--- src/hdl/assert_macros.svh ---
// Assertion helper macros for the RTL.
// Expects clk and rst_n (synchronous, active low) in the including scope.
`ifndef ASSERT_MACROS_SVH
`define ASSERT_MACROS_SVH

// Condition holds at every clock edge outside reset.
`define ASSERT_ALWAYS(lbl, cond, msg) \
  lbl: assert property (@(posedge clk) disable iff (!rst_n) (cond)) else $error(msg);

// Antecedent at one edge implies consequent at the next edge.
`define ASSERT_NEXT(lbl, ante, cons, msg) \
  lbl: assert property (@(posedge clk) disable iff (!rst_n) (ante) |=> (cons)) else $error(msg);

`endif

--- src/hdl/thsm_pkg.sv ---
// Shared types and constants for the trigger history sequence matcher.
// No dependencies.
package thsm_pkg;

  localparam logic [1:0] ACT_RECORD   = 2'd0;
  localparam logic [1:0] ACT_PRESENCE = 2'd1;
  localparam logic [1:0] ACT_SEQUENCE = 2'd2;

  localparam logic KIND_PRESENCE = 1'b0;
  localparam logic KIND_SEQUENCE = 1'b1;

  localparam logic [31:0] RETENTION_RESET = 32'd60000;

  typedef struct packed {
    logic [15:0] trig_id;
    logic [7:0]  player;
    logic [31:0] tstamp;
  } hist_entry_t;

endpackage

--- src/hdl/trigger_history_sequence_matcher_top.sv ---
// Trigger history sequence matcher: event ring in one synchronous RAM plus
// a small RAM of pending sequence ids. Depends on thsm_pkg, assert_macros.svh.
//
// Usage:
//   Input channel (in_valid/in_stall): one item per transfer. The block
//   stalls the input while it works on an item; action 0 records an event,
//   1 asks for presence of an id, 2 loads one sequence id (last=1 runs the
//   sequence search). Results leave on the out_ channel, at most one per item.
//   Config channel (cfg_valid/cfg_ready): writes retention_ms; always ready,
//   to be written only while the block is idle.
// Flow per item: accept, then a read and a check for each pruned entry, a last prune
//   check that ends pruning, then the action; a record ends there.
//   Queries walk the history RAM one entry per cycle, newest first, drain the last read
//   and pass the result through the output stage.
//   A sequence first fetches the last id loaded, and after each matched id reloads the
//   next id and resumes the walk below the matched entry. The RAM read port sets the pace.
// Reset clears ring pointers, counts, the pending sequence and retention
//   (60000 ms); RAM contents are not cleared and need no clearing pass.
// A stalled result stays in the output register; the next item is still
//   accepted, and only its own result waits until the register frees up.
module trigger_history_sequence_matcher_top #(
  parameter int HISTORY_DEPTH = 64,
  parameter int MAX_SEQUENCE  = 8
) (
  input  logic        clk,
  input  logic        rst_n,
  input  logic        in_valid,
  output logic        in_stall,
  input  logic [1:0]  in_action,
  input  logic [15:0] in_trigger_id,
  input  logic [7:0]  in_player,
  input  logic [31:0] in_now_ms,
  input  logic [31:0] in_window_ms,
  input  logic        in_last,
  output logic        out_valid,
  input  logic        out_stall,
  output logic        out_found,
  output logic        out_query_kind,
  input  logic        cfg_valid,
  output logic        cfg_ready,
  input  logic [31:0] cfg_data
);

  `include "assert_macros.svh"

  localparam int AW  = $clog2(HISTORY_DEPTH);
  localparam int CW  = $clog2(HISTORY_DEPTH + 1);
  localparam int SAW = (MAX_SEQUENCE > 1) ? $clog2(MAX_SEQUENCE) : 1;
  localparam int LW  = $clog2(MAX_SEQUENCE + 1);

  localparam logic [AW:0]   DEPTH_W = (AW + 1)'(HISTORY_DEPTH);
  localparam logic [CW-1:0] DEPTH_C = CW'(HISTORY_DEPTH);
  localparam logic [AW-1:0] LAST_SLOT = AW'(HISTORY_DEPTH - 1);
  localparam logic [LW-1:0] MAX_C = LW'(MAX_SEQUENCE);

  localparam logic [2:0] S_IDLE      = 3'd0;
  localparam logic [2:0] S_PRUNE_RD  = 3'd1;
  localparam logic [2:0] S_PRUNE_CHK = 3'd2;
  localparam logic [2:0] S_ACT       = 3'd3;
  localparam logic [2:0] S_SEQ_LOAD  = 3'd4;
  localparam logic [2:0] S_WALK      = 3'd5;
  localparam logic [2:0] S_SEQ_FIN   = 3'd6;
  localparam logic [2:0] S_RESP      = 3'd7;

  function automatic logic [AW-1:0] wrap_add(input logic [AW-1:0] base,
                                             input logic [AW-1:0] off);
    logic [AW:0] sum;
    sum = {1'b0, base} + {1'b0, off};
    if (sum >= DEPTH_W) sum = sum - DEPTH_W;
    return sum[AW-1:0];
  endfunction

  // Memories
  thsm_pkg::hist_entry_t hist_mem [HISTORY_DEPTH];
  thsm_pkg::hist_entry_t hist_rd_q;
  logic [15:0]           seq_mem [MAX_SEQUENCE];
  logic [15:0]           seq_rd_q;

  logic                  hist_re;
  logic [AW-1:0]         hist_raddr;
  logic                  hist_we;
  logic [AW-1:0]         hist_waddr;
  thsm_pkg::hist_entry_t hist_wdata;
  logic                  seq_we;
  logic                  seq_re;
  logic [SAW-1:0]        seq_raddr;

  // Control and item registers
  logic [2:0]    state_r, state_nxt;
  logic [1:0]    act_r;
  logic [15:0]   id_r;
  logic [7:0]    pl_r;
  logic [31:0]   now_r;
  logic [31:0]   win_r;
  logic          last_r;
  logic [31:0]   ret_r, ret_nxt;
  logic [AW-1:0] oldest_r, oldest_nxt;
  logic [CW-1:0] count_r, count_nxt;
  logic [LW-1:0] seq_len_r, seq_len_nxt;
  logic [LW-1:0] next_r, next_nxt;
  logic [CW-1:0] k_r, k_nxt;
  logic          pend_r, pend_nxt;
  logic          have_newest_r, have_newest_nxt;
  logic [31:0]   newest_r, newest_nxt;
  logic [31:0]   first_t_r, first_t_nxt;
  logic          res_found_r, res_found_nxt;
  logic          res_kind_r, res_kind_nxt;
  logic          out_valid_r, out_valid_nxt;
  logic          out_found_r, out_found_nxt;
  logic          out_kind_r, out_kind_nxt;

  logic          in_xfer;
  logic          out_free;
  logic [CW-1:0] km1;
  logic [15:0]   target;
  logic          entry_match;
  logic          win_ok;

  assign in_stall  = (state_r != S_IDLE);
  assign in_xfer   = in_valid && !in_stall;
  assign cfg_ready = 1'b1;
  assign out_free  = !out_valid_r || !out_stall;

  assign out_valid      = out_valid_r;
  assign out_found      = out_found_r;
  assign out_query_kind = out_kind_r;

  assign seq_we = in_xfer && (in_action == thsm_pkg::ACT_SEQUENCE) && (seq_len_r < MAX_C);

  assign km1    = k_r - CW'(1);
  assign target = (act_r == thsm_pkg::ACT_SEQUENCE) ? seq_rd_q : id_r;
  assign entry_match = (hist_rd_q.player == pl_r) && (hist_rd_q.trig_id == target);
  assign win_ok = (win_r == 32'd0) || ((now_r - hist_rd_q.tstamp) <= win_r);

  always_ff @(posedge clk) begin
    if (hist_we) hist_mem[hist_waddr] <= hist_wdata;
    if (hist_re) hist_rd_q <= hist_mem[hist_raddr];
  end

  always_ff @(posedge clk) begin
    if (seq_we) seq_mem[seq_len_r[SAW-1:0]] <= in_trigger_id;
    if (seq_re) seq_rd_q <= seq_mem[seq_raddr];
  end

  always_comb begin
    state_nxt       = state_r;
    ret_nxt         = ret_r;
    oldest_nxt      = oldest_r;
    count_nxt       = count_r;
    seq_len_nxt     = seq_len_r;
    next_nxt        = next_r;
    k_nxt           = k_r;
    pend_nxt        = pend_r;
    have_newest_nxt = have_newest_r;
    newest_nxt      = newest_r;
    first_t_nxt     = first_t_r;
    res_found_nxt   = res_found_r;
    res_kind_nxt    = res_kind_r;
    out_valid_nxt   = out_valid_r;
    out_found_nxt   = out_found_r;
    out_kind_nxt    = out_kind_r;
    hist_re         = 1'b0;
    hist_raddr      = oldest_r;
    hist_we         = 1'b0;
    hist_waddr      = oldest_r;
    hist_wdata      = '{trig_id: id_r, player: pl_r, tstamp: now_r};
    seq_re          = 1'b0;
    seq_raddr       = SAW'(next_r - LW'(1));

    if (cfg_valid && cfg_ready) ret_nxt = cfg_data;
    if (out_valid_r && !out_stall) out_valid_nxt = 1'b0;

    unique case (state_r)
      S_IDLE: begin
        if (in_xfer) begin
          if (seq_we) seq_len_nxt = seq_len_r + LW'(1);
          state_nxt = S_PRUNE_RD;
        end
      end
      S_PRUNE_RD: begin
        if (count_r == '0) begin
          state_nxt = S_ACT;
        end else begin
          hist_re   = 1'b1;
          state_nxt = S_PRUNE_CHK;
        end
      end
      S_PRUNE_CHK: begin
        if ((now_r - hist_rd_q.tstamp) > ret_r) begin
          oldest_nxt = (oldest_r == LAST_SLOT) ? '0 : oldest_r + AW'(1);
          count_nxt  = count_r - CW'(1);
          state_nxt  = S_PRUNE_RD;
        end else begin
          state_nxt = S_ACT;
        end
      end
      S_ACT: begin
        k_nxt           = count_r;
        pend_nxt        = 1'b0;
        have_newest_nxt = 1'b0;
        unique case (act_r)
          thsm_pkg::ACT_RECORD: begin
            hist_we = 1'b1;
            if (count_r == DEPTH_C) begin
              hist_waddr = oldest_r;
              oldest_nxt = (oldest_r == LAST_SLOT) ? '0 : oldest_r + AW'(1);
            end else begin
              hist_waddr = wrap_add(oldest_r, count_r[AW-1:0]);
              count_nxt  = count_r + CW'(1);
            end
            state_nxt = S_IDLE;
          end
          thsm_pkg::ACT_PRESENCE: begin
            res_kind_nxt = thsm_pkg::KIND_PRESENCE;
            state_nxt    = S_WALK;
          end
          thsm_pkg::ACT_SEQUENCE: begin
            if (last_r) begin
              res_kind_nxt = thsm_pkg::KIND_SEQUENCE;
              next_nxt     = seq_len_r;
              seq_len_nxt  = '0;
              state_nxt    = S_SEQ_LOAD;
            end else begin
              state_nxt = S_IDLE;
            end
          end
          default: state_nxt = S_IDLE;
        endcase
      end
      S_SEQ_LOAD: begin
        // fetch the id sought next, newest-first order
        seq_re    = 1'b1;
        pend_nxt  = 1'b0;
        state_nxt = S_WALK;
      end
      S_WALK: begin
        if (pend_r && entry_match && (act_r == thsm_pkg::ACT_PRESENCE) && win_ok) begin
          res_found_nxt = 1'b1;
          pend_nxt      = 1'b0;
          state_nxt     = S_RESP;
        end else if (pend_r && entry_match && (act_r == thsm_pkg::ACT_SEQUENCE)) begin
          if (!have_newest_r) newest_nxt = hist_rd_q.tstamp;
          have_newest_nxt = 1'b1;
          first_t_nxt     = hist_rd_q.tstamp;
          next_nxt        = next_r - LW'(1);
          pend_nxt        = 1'b0;
          // k_r still names the matched entry; resume below it after reload
          state_nxt = (next_r == LW'(1)) ? S_SEQ_FIN : S_SEQ_LOAD;
        end else if (k_r != '0) begin
          hist_re    = 1'b1;
          hist_raddr = wrap_add(oldest_r, km1[AW-1:0]);
          k_nxt      = km1;
          pend_nxt   = 1'b1;
        end else if (pend_r) begin
          pend_nxt = 1'b0;
        end else begin
          res_found_nxt = 1'b0;
          state_nxt     = S_RESP;
        end
      end
      S_SEQ_FIN: begin
        res_found_nxt = (win_r == 32'd0) ||
                        (((now_r - newest_r) <= win_r) && ((newest_r - first_t_r) <= win_r));
        state_nxt     = S_RESP;
      end
      S_RESP: begin
        if (out_free) begin
          out_valid_nxt = 1'b1;
          out_found_nxt = res_found_r;
          out_kind_nxt  = res_kind_r;
          state_nxt     = S_IDLE;
        end
      end
      default: state_nxt = S_IDLE;
    endcase
  end

  always_ff @(posedge clk) begin
    if (!rst_n) begin
      state_r       <= S_IDLE;
      ret_r         <= thsm_pkg::RETENTION_RESET;
      oldest_r      <= '0;
      count_r       <= '0;
      seq_len_r     <= '0;
      next_r        <= '0;
      k_r           <= '0;
      pend_r        <= 1'b0;
      have_newest_r <= 1'b0;
      out_valid_r   <= 1'b0;
    end else begin
      state_r       <= state_nxt;
      ret_r         <= ret_nxt;
      oldest_r      <= oldest_nxt;
      count_r       <= count_nxt;
      seq_len_r     <= seq_len_nxt;
      next_r        <= next_nxt;
      k_r           <= k_nxt;
      pend_r        <= pend_nxt;
      have_newest_r <= have_newest_nxt;
      out_valid_r   <= out_valid_nxt;
    end
  end

  always_ff @(posedge clk) begin
    if (in_xfer) begin
      act_r  <= in_action;
      id_r   <= in_trigger_id;
      pl_r   <= in_player;
      now_r  <= in_now_ms;
      win_r  <= in_window_ms;
      last_r <= in_last;
    end
    newest_r    <= newest_nxt;
    first_t_r   <= first_t_nxt;
    res_found_r <= res_found_nxt;
    res_kind_r  <= res_kind_nxt;
    out_found_r <= out_found_nxt;
    out_kind_r  <= out_kind_nxt;
  end

  `ASSERT_ALWAYS(a_count_bound, count_r <= DEPTH_C, "entry count above ring depth")
  `ASSERT_ALWAYS(a_seq_bound, seq_len_r <= MAX_C, "sequence length above limit")
  `ASSERT_ALWAYS(a_walk_bound, (state_r != S_WALK) || (k_r <= count_r),
                 "walk index past entries")
  `ASSERT_NEXT(a_record_grows, (state_r == S_ACT) && (act_r == thsm_pkg::ACT_RECORD),
               count_r != '0, "record left empty ring")
  `ASSERT_NEXT(a_resp_load, (state_r == S_RESP) && out_free,
               out_valid_r && (state_r == S_IDLE), "result not loaded")

endmodule
--- config.mk ---
export PLATFORM = sky130hd
export DESIGN_NAME = trigger_history_sequence_matcher_top
export DESIGN_NICKNAME = d
export VERILOG_FILES = /design/src/hdl/thsm_pkg.sv /design/src/hdl/trigger_history_sequence_matcher_top.sv
export VERILOG_INCLUDE_DIRS = /design/src /design/src/hdl
export SDC_FILE = /design/constraint.sdc
export NUM_CORES = 2
export LEC_CHECK = 0
export BUFFER_PORTS_ARGS = -buffer_cell sky130_fd_sc_hd__buf_2
export CORE_MARGIN = 4
export CORE_UTILIZATION = 51
export DETAILED_ROUTE_END_ITERATION = 6
export GPL_TIMING_DRIVEN = 0
export PLACE_DENSITY = 0.66
export SYNTH_ARGS = -nofsm -noshare
export SYNTH_HDL_FRONTEND = slang
export SYNTH_SLANG_ARGS = --single-unit
--- constraint.sdc ---
create_clock -name clk -period 16.7 [get_ports clk]
set_input_delay 1.67 -clock clk [delete_from_list [all_inputs] [get_ports clk]]
set_output_delay 1.67 -clock clk [all_outputs]
set_load 0.1 [all_outputs]
Yosys cells after proc, flatten, opt, wreduce, memory -nomap -nowiden --
Memories as Yosys holds them, arrays and structs flattened. A register that Yosys moved wholly into a read port is not among the register bits. Cells that the tools add are included.
Cells by class: add/subtract/negate cells 13, magnitude comparators 7, eq/ne operators 34, muxes and demuxes 71, bitwise gates (word level) 2, reduce and logical (&&, ||, !) cells 41
Operators by type and width (count):
- <= comparator 32 bit | 3
- subtractor 32 bit | 3
- two-way mux 6 bit | 13
- two-way mux 7 bit | 6
- greater-than comparator 32 bit | 1
- logical NOT 32 bit | 1
- two-way mux 4 bit | 8
- case mux 7 bit (2 select lines) | 2
- inequality test 2 bit (second input constant) | 13
- case mux 3 bit (8 select lines) | 1
- AND reduction 4 bit | 6
- two-way mux 1 bit | 22
- two-way mux 3 bit | 7
- == test 16 bit | 1
- two-way mux 16 bit | 1
- case mux 4 bit (2 select lines) | 2
- adder 6 x 6 -> 7 bit | 2
- >= comparator 7 bit (second input constant) | 2
- subtractor 7 x 1 -> 7 bit (second input constant) | 2
- == test 3 bit (second input constant) | 4
- case mux 6 bit (2 select lines) | 1
- nonzero test 2 bit | 6
- subtractor 6 x 1 -> 6 bit (second input constant) | 2
- logical AND 1 bit | 10
- 31 further kinds | 49
Word-level totals: register bits 225, memory bits (writable) 3712, input port bits 128, output and inout bits 5, word-level logic and storage cells 192, memories kept 2
Memories:
- hist_mem | words 64, bits a word 56, read ports 1, clocked after memory_dff 1, write ports 1, RTL line trigger_history_sequence_matcher_top.sv:74 | thsm_pkg::hist_entry_t hist_mem [HISTORY_DEPTH];
- seq_mem | words 8, bits a word 16, read ports 1, clocked after memory_dff 1, write ports 1, RTL line trigger_history_sequence_matcher_top.sv:76 | logic [15:0] seq_mem [MAX_SEQUENCE];

Depth between registers and ports, before layout --
depth after elaboration 9, gate-level depth with buffers 31, depth with buffers taken out 28

Worst setup path after synthesis --
No wires, ideal clock.
path kind register -> register, from register now_r[2], to register newest_r[0], enable pin, library setup time 0.392 ns, arrival time 7.667 ns, required time 16.308 ns, setup slack 8.641 ns, stages on the path, launching flop included 24, path buffers 0, clock period less this slack 8.059 ns, path through edfxtp_1 > ha_1 > nor2b_1 > o21ai_0 > a21boi_0 > o41a_1 > o211ai_1 > a41oi_1 > o2111ai_1 > nand2_1 > o41ai_1 > o21ai_0 > a21oi_1 > xnor2_1 > ha_1 > nand4_1 > nor4_1 > nand2_1 > a31oi_1 > o21ai_0 > nand2_1 > nand2_1 > nor2b_1 > and2_1
Between the ends: longest elaborated chain between the ends 6
RTL lines:
- from (decl) | RTL line trigger_history_sequence_matcher_top.sv:93 | logic [31:0] now_r;
- from (signal assigned) | RTL line trigger_history_sequence_matcher_top.sv:309 | now_r <= in_now_ms;
- subtractor 32 bit | RTL line trigger_history_sequence_matcher_top.sv:133 | assign win_ok = (win_r == 32'd0) || ((now_r - hist_rd_q.tstamp) <= win_r);
- <= comparator 32 bit | RTL line trigger_history_sequence_matcher_top.sv:133
- logical OR 1 bit | RTL line trigger_history_sequence_matcher_top.sv:133
- logical AND 1 bit | RTL line trigger_history_sequence_matcher_top.sv:237 | if (pend_r && entry_match && (act_r == thsm_pkg::ACT_PRESENCE) && win_ok) begin
- NOT 1 bit (no line)
- AND reduction 4 bit (no line)
- to (signal assigned) | RTL line trigger_history_sequence_matcher_top.sv:313 | newest_r <= newest_nxt;
- to (decl) | RTL line trigger_history_sequence_matcher_top.sv:104 | logic [31:0] newest_r, newest_nxt;
Every way passes these cells. A chain may end at the register's enable or synchronous reset.

Worst setup path after layout --
from register now_r[0], to register hist_rd_q[1] (netlist name)
Between the ends: longest elaborated chain between the ends 6, elaborated cells on any way between the ends 8, those cells by class 1 x add/sub; 1 x order compare; 4 x mux; 2 x reduce/logical
RTL lines:
- subtractor 32 bit (*) | RTL line trigger_history_sequence_matcher_top.sv:133
- <= comparator 32 bit (*) | RTL line trigger_history_sequence_matcher_top.sv:133
- logical OR 1 bit (*) | RTL line trigger_history_sequence_matcher_top.sv:133
- logical AND 1 bit (*) | RTL line trigger_history_sequence_matcher_top.sv:237
- two-way mux 1 bit or two-way mux 6 bit (tied branches)
- case mux 1 bit (2 select lines) or two-way mux 6 bit (tied branches) | RTL line trigger_history_sequence_matcher_top.sv:173 | unique case (state_r)
Every way passes the cells marked *; elsewhere a longest branch is shown, timed or not.

==> key figures <==
Cells and area
  – Most frequent cells in the layout: edfxtp_1 (3943), mux2i_1 (1806), o22ai_1 (859)
  – Post-Layout Cell Count: 14.6k
  – Reg area: 120000 µm²
  – Commonest non-fill, non-tap cell in the layout: edfxtp_1
  – Multi-input combinational cell area: 38500 µm²
  – Fin area: 188000 µm²
  – Synth-to-Final Area Change: 17.3%
  – Share of post-route cells with drive strength above 1: 15.7%
  – Layout Nets: 10.4k
  – Fillcell total: 22.3k

Status
  – Status: finished with violations
  – Failing checks: DRC, capacitance limit, slew limit

Setup path
  – Critical path launch point type: flip-flop
  – R2R cell count: 31
  – CP max stage delay: 1.34 ns
  – Crit Reg-Reg Startpoint: now_r[0]
  – Crit-path slowest cell: o41ai_1
  – Crit path to: hist_rd_q[1]
  – Critical Path RT: 17.15 ns
  – FF-to-FF End: hist_rd_q[1]
  – CP endpoint kind: flip-flop
  – Setup CP Type: flip-flop to flip-flop
  – Most used cell, CP: buf_2
  – CP startpoint: now_r[0]
  – Worst Path Max Fanout: 13
  – Data arrival, critical path: 13.67 ns
  – Reg2reg setup slack: 3.49 ns

Pwr
  – P_leak: 59.0 nW
  – Pwr Total: 24.9 mW
  – Worst VDD drop: 0.102 mV
  – Cell Pwr Density: 132 nW/µm²

Synthesis
  – Cell variety after synth: 76
  – Number of synthesized register bits: 4009
  – Net Count, Synth: 9536
  – Synth Instances: 9158
  – Post-synth EDFFs: 3943
  – Yosys warns: 0
  – Async S/R FF share, synth: 0%
  – Syn avg cell area: 17.5 µm²
  – Cell area after synthesis: 160000 µm²
  – Main flop type after synthesis: edfxtp_1
  – Register area share after synthesis: 74.8%

STA
  – FMAX: 75.7 MHz
  – Final setup fails: 0
  – Worst Tran Pin Value: 1.73 ns
  – Worst Setup Slack, final: 3.49 ns
  – Unrepaired setup endpoints after global routing: false
  – Fin. max-slew vios: 52
  – Fin crit share: 79.1%
  – Tmin final: 13.21 ns
  – Setup tns final: 0 ns
  – Final hold vios: 0
  – Clk_skew: 0.108 ns
  – Worst slew margin: -16.9%

Clock tree
  – CTS tree: built
  – Clock latency at the later pin of the worst-skew pair: 1.03 ns
  – Num CTS Buffers: 398
  – CTS Sinks: 4009
  – CTS root buf: clkbuf_16
  – Worst-path clk slew: 0.07 ns
  – H-tree depth: 5
  – CTS-repair resized insts: 0
  – # hold bufs at CTS: 0
  – Number of setup buffers added after CTS: 0
  – Clock Tree Buf Depth: 4

Global route
  – Grt total ovfl: 0
  – GRT Util Overall: 34.0%
  – Global-route wire length before repair: 757 mm
  – Initial antenna violation count: 34
  – Vias in the first global route: 93.1k
  – Pin count of the biggest net entering global routing: 61

Floorplan
  – Starting density of the core: 51.3%
  – Die X-Extent: 568 µm
  – Die Area: 323000 µm²
  – # IOs: 133
  – Total core area: 312000 µm²
  – Row cnt: 205
  – Die Height: 568 µm

Placement
  – DP Worst Slack: 4.54 ns
  – Port buffer count: 129
  – Placed cells: 13.8k
  – Hpwl dp: 387 mm
  – Placer Congestion: 0.928
  – Placed cell areas: 175000 µm²

Drt
  – Routed len/inst: 38.7 µm
  – Vias per inst: 6.72
  – Drt pass-1 iters: 7
  – Post-route antenna net violation count: 0
  – Total wire length: 563 mm
  – DRT iter0 DRCs: 16.1k
  – Total vias in the final route: 97.9k
  – DR DRC count: 1

Job
  – Max-Cap Viols: 10

Hold path
  – HP Class: flip-flop to flip-flop
stage by stage:
step / util [%] / hold slack (ns)
2_1_floorplan: - / 0.400
3_3_place_gp: 53.2 / 0.411
3_5_place_dp: 56.1 / 0.413
4_1_cts: 60.1 / 0.429
5_1_grt: 60.1 / 0.429
6_report: 60.2 / 0.427
kinds of logic after synthesis:
logic type | share of synthesized area (%)
muxes | 11.9
xor gates and xnor gates | 0.733
buffers and inverters | 1.88
and+or+nand+nor | 2.13
DFF | 74.8
other | 0.00234
adders and majority gates | 1.98
AOI/OAI and AO/OA | 6.62
cells in the mapped netlist (6+ instances only):
cell type,number,area [µm²]
edfxtp_1,3943,118000
mux2i_1,1806,18100
o22ai_1,859,5370
buf_2,300,1500
ha_1,244,3050
o41ai_1,215,1880
nor2_1,211,792
inv_1,198,743
a21oi_1,120,601
nand2_1,115,432
clkbuf_1,113,424
xnor2_1,99,867
nand4_1,89,557
a211oi_1,86,646
o21ai_0,82,410
a21o_1,69,518
dfxtp_1,66,1320
nor2b_1,65,407
nand3_1,40,200
nor3_1,37,185
xor2_1,35,307
buf_4,34,255
nand2b_1,33,206
mux4_2,32,721
o21a_1,32,240
nor4_1,30,188
mux2_2,19,214
or3_1,16,100
o211ai_1,15,113
and3_1,12,75.1
a31oi_1,11,68.8
and2_1,11,68.8
buf_1,11,41.3
o21bai_1,9,67.6
or2_2,7,43.8
a41oi_1,6,52.6
fa_1,6,120
power by group:
part | internal, mW | total [mW] | switching (mW)
registers | 11.7 | 11.9 | 0.224
logic | 1.31 | 4.14 | 2.82
clock network | 4.97 | 8.85 | 3.87
total | 18.0 | 24.9 | 6.92
area by class of cell:
class | instances | area share, %
clock inverter | 241 | 1.28
timing repair buffer | 508 | 4.59
antenna | 35 | 0.0466
clock buffer | 479 | 5.50
tap | 4140 | 2.76
buffer | 462 | 1.22
multi-input combinational | 4488 | 20.5
inverter | 199 | 0.398
sequential | 4009 | 63.7
sequential cells by signal, summed over array words and instances (netlist names), 8 cells and up:
signal	flops
first_t_r	32
hist_mem	3584
hist_rd_q	56
id_r	16
newest_r	32
now_r	32
pl_r	8
ret_r	32
seq_mem	128
seq_rd_q	16
win_r	32
critical path, delay by kind of cell (launching register included):
kind / cells / cell delay, ns
buffers and inverters: 5 / 2.64
AND/OR/NAND/NOR: 6 / 2.12
flip-flops: 1 / 0.76
multiplexers: 1 / 0.29
AO/OA/AOI/OAI: 15 / 5.71
XOR/XNOR: 1 / 0.17
adder cells (fa/ha/maj): 3 / 0.90
how the worst min path moves through the flow:
stage,cells past startpoint,to,slack [ns],startpoint
after floorplan,0,out_found,0.40,res_found_r
after detailed placement,0,out_query_kind,0.41,res_kind_r
after CTS,0,out_query_kind,0.43,res_kind_r
after global placement,0,out_query_kind,0.41,res_kind_r
final,0,out_query_kind,0.43,res_kind_r
after global routing,0,out_query_kind,0.43,res_kind_r
routing by layer:
metal | GRT usage (%) | share of wire, %
met3 | 9.67 | 13
met2 | 50.5 | 43
met1 | 43.3 | 34
met4 | 24.1 | 8.8
met5 | 0.268 | 0.048
(Power assumes the default switching activity.)
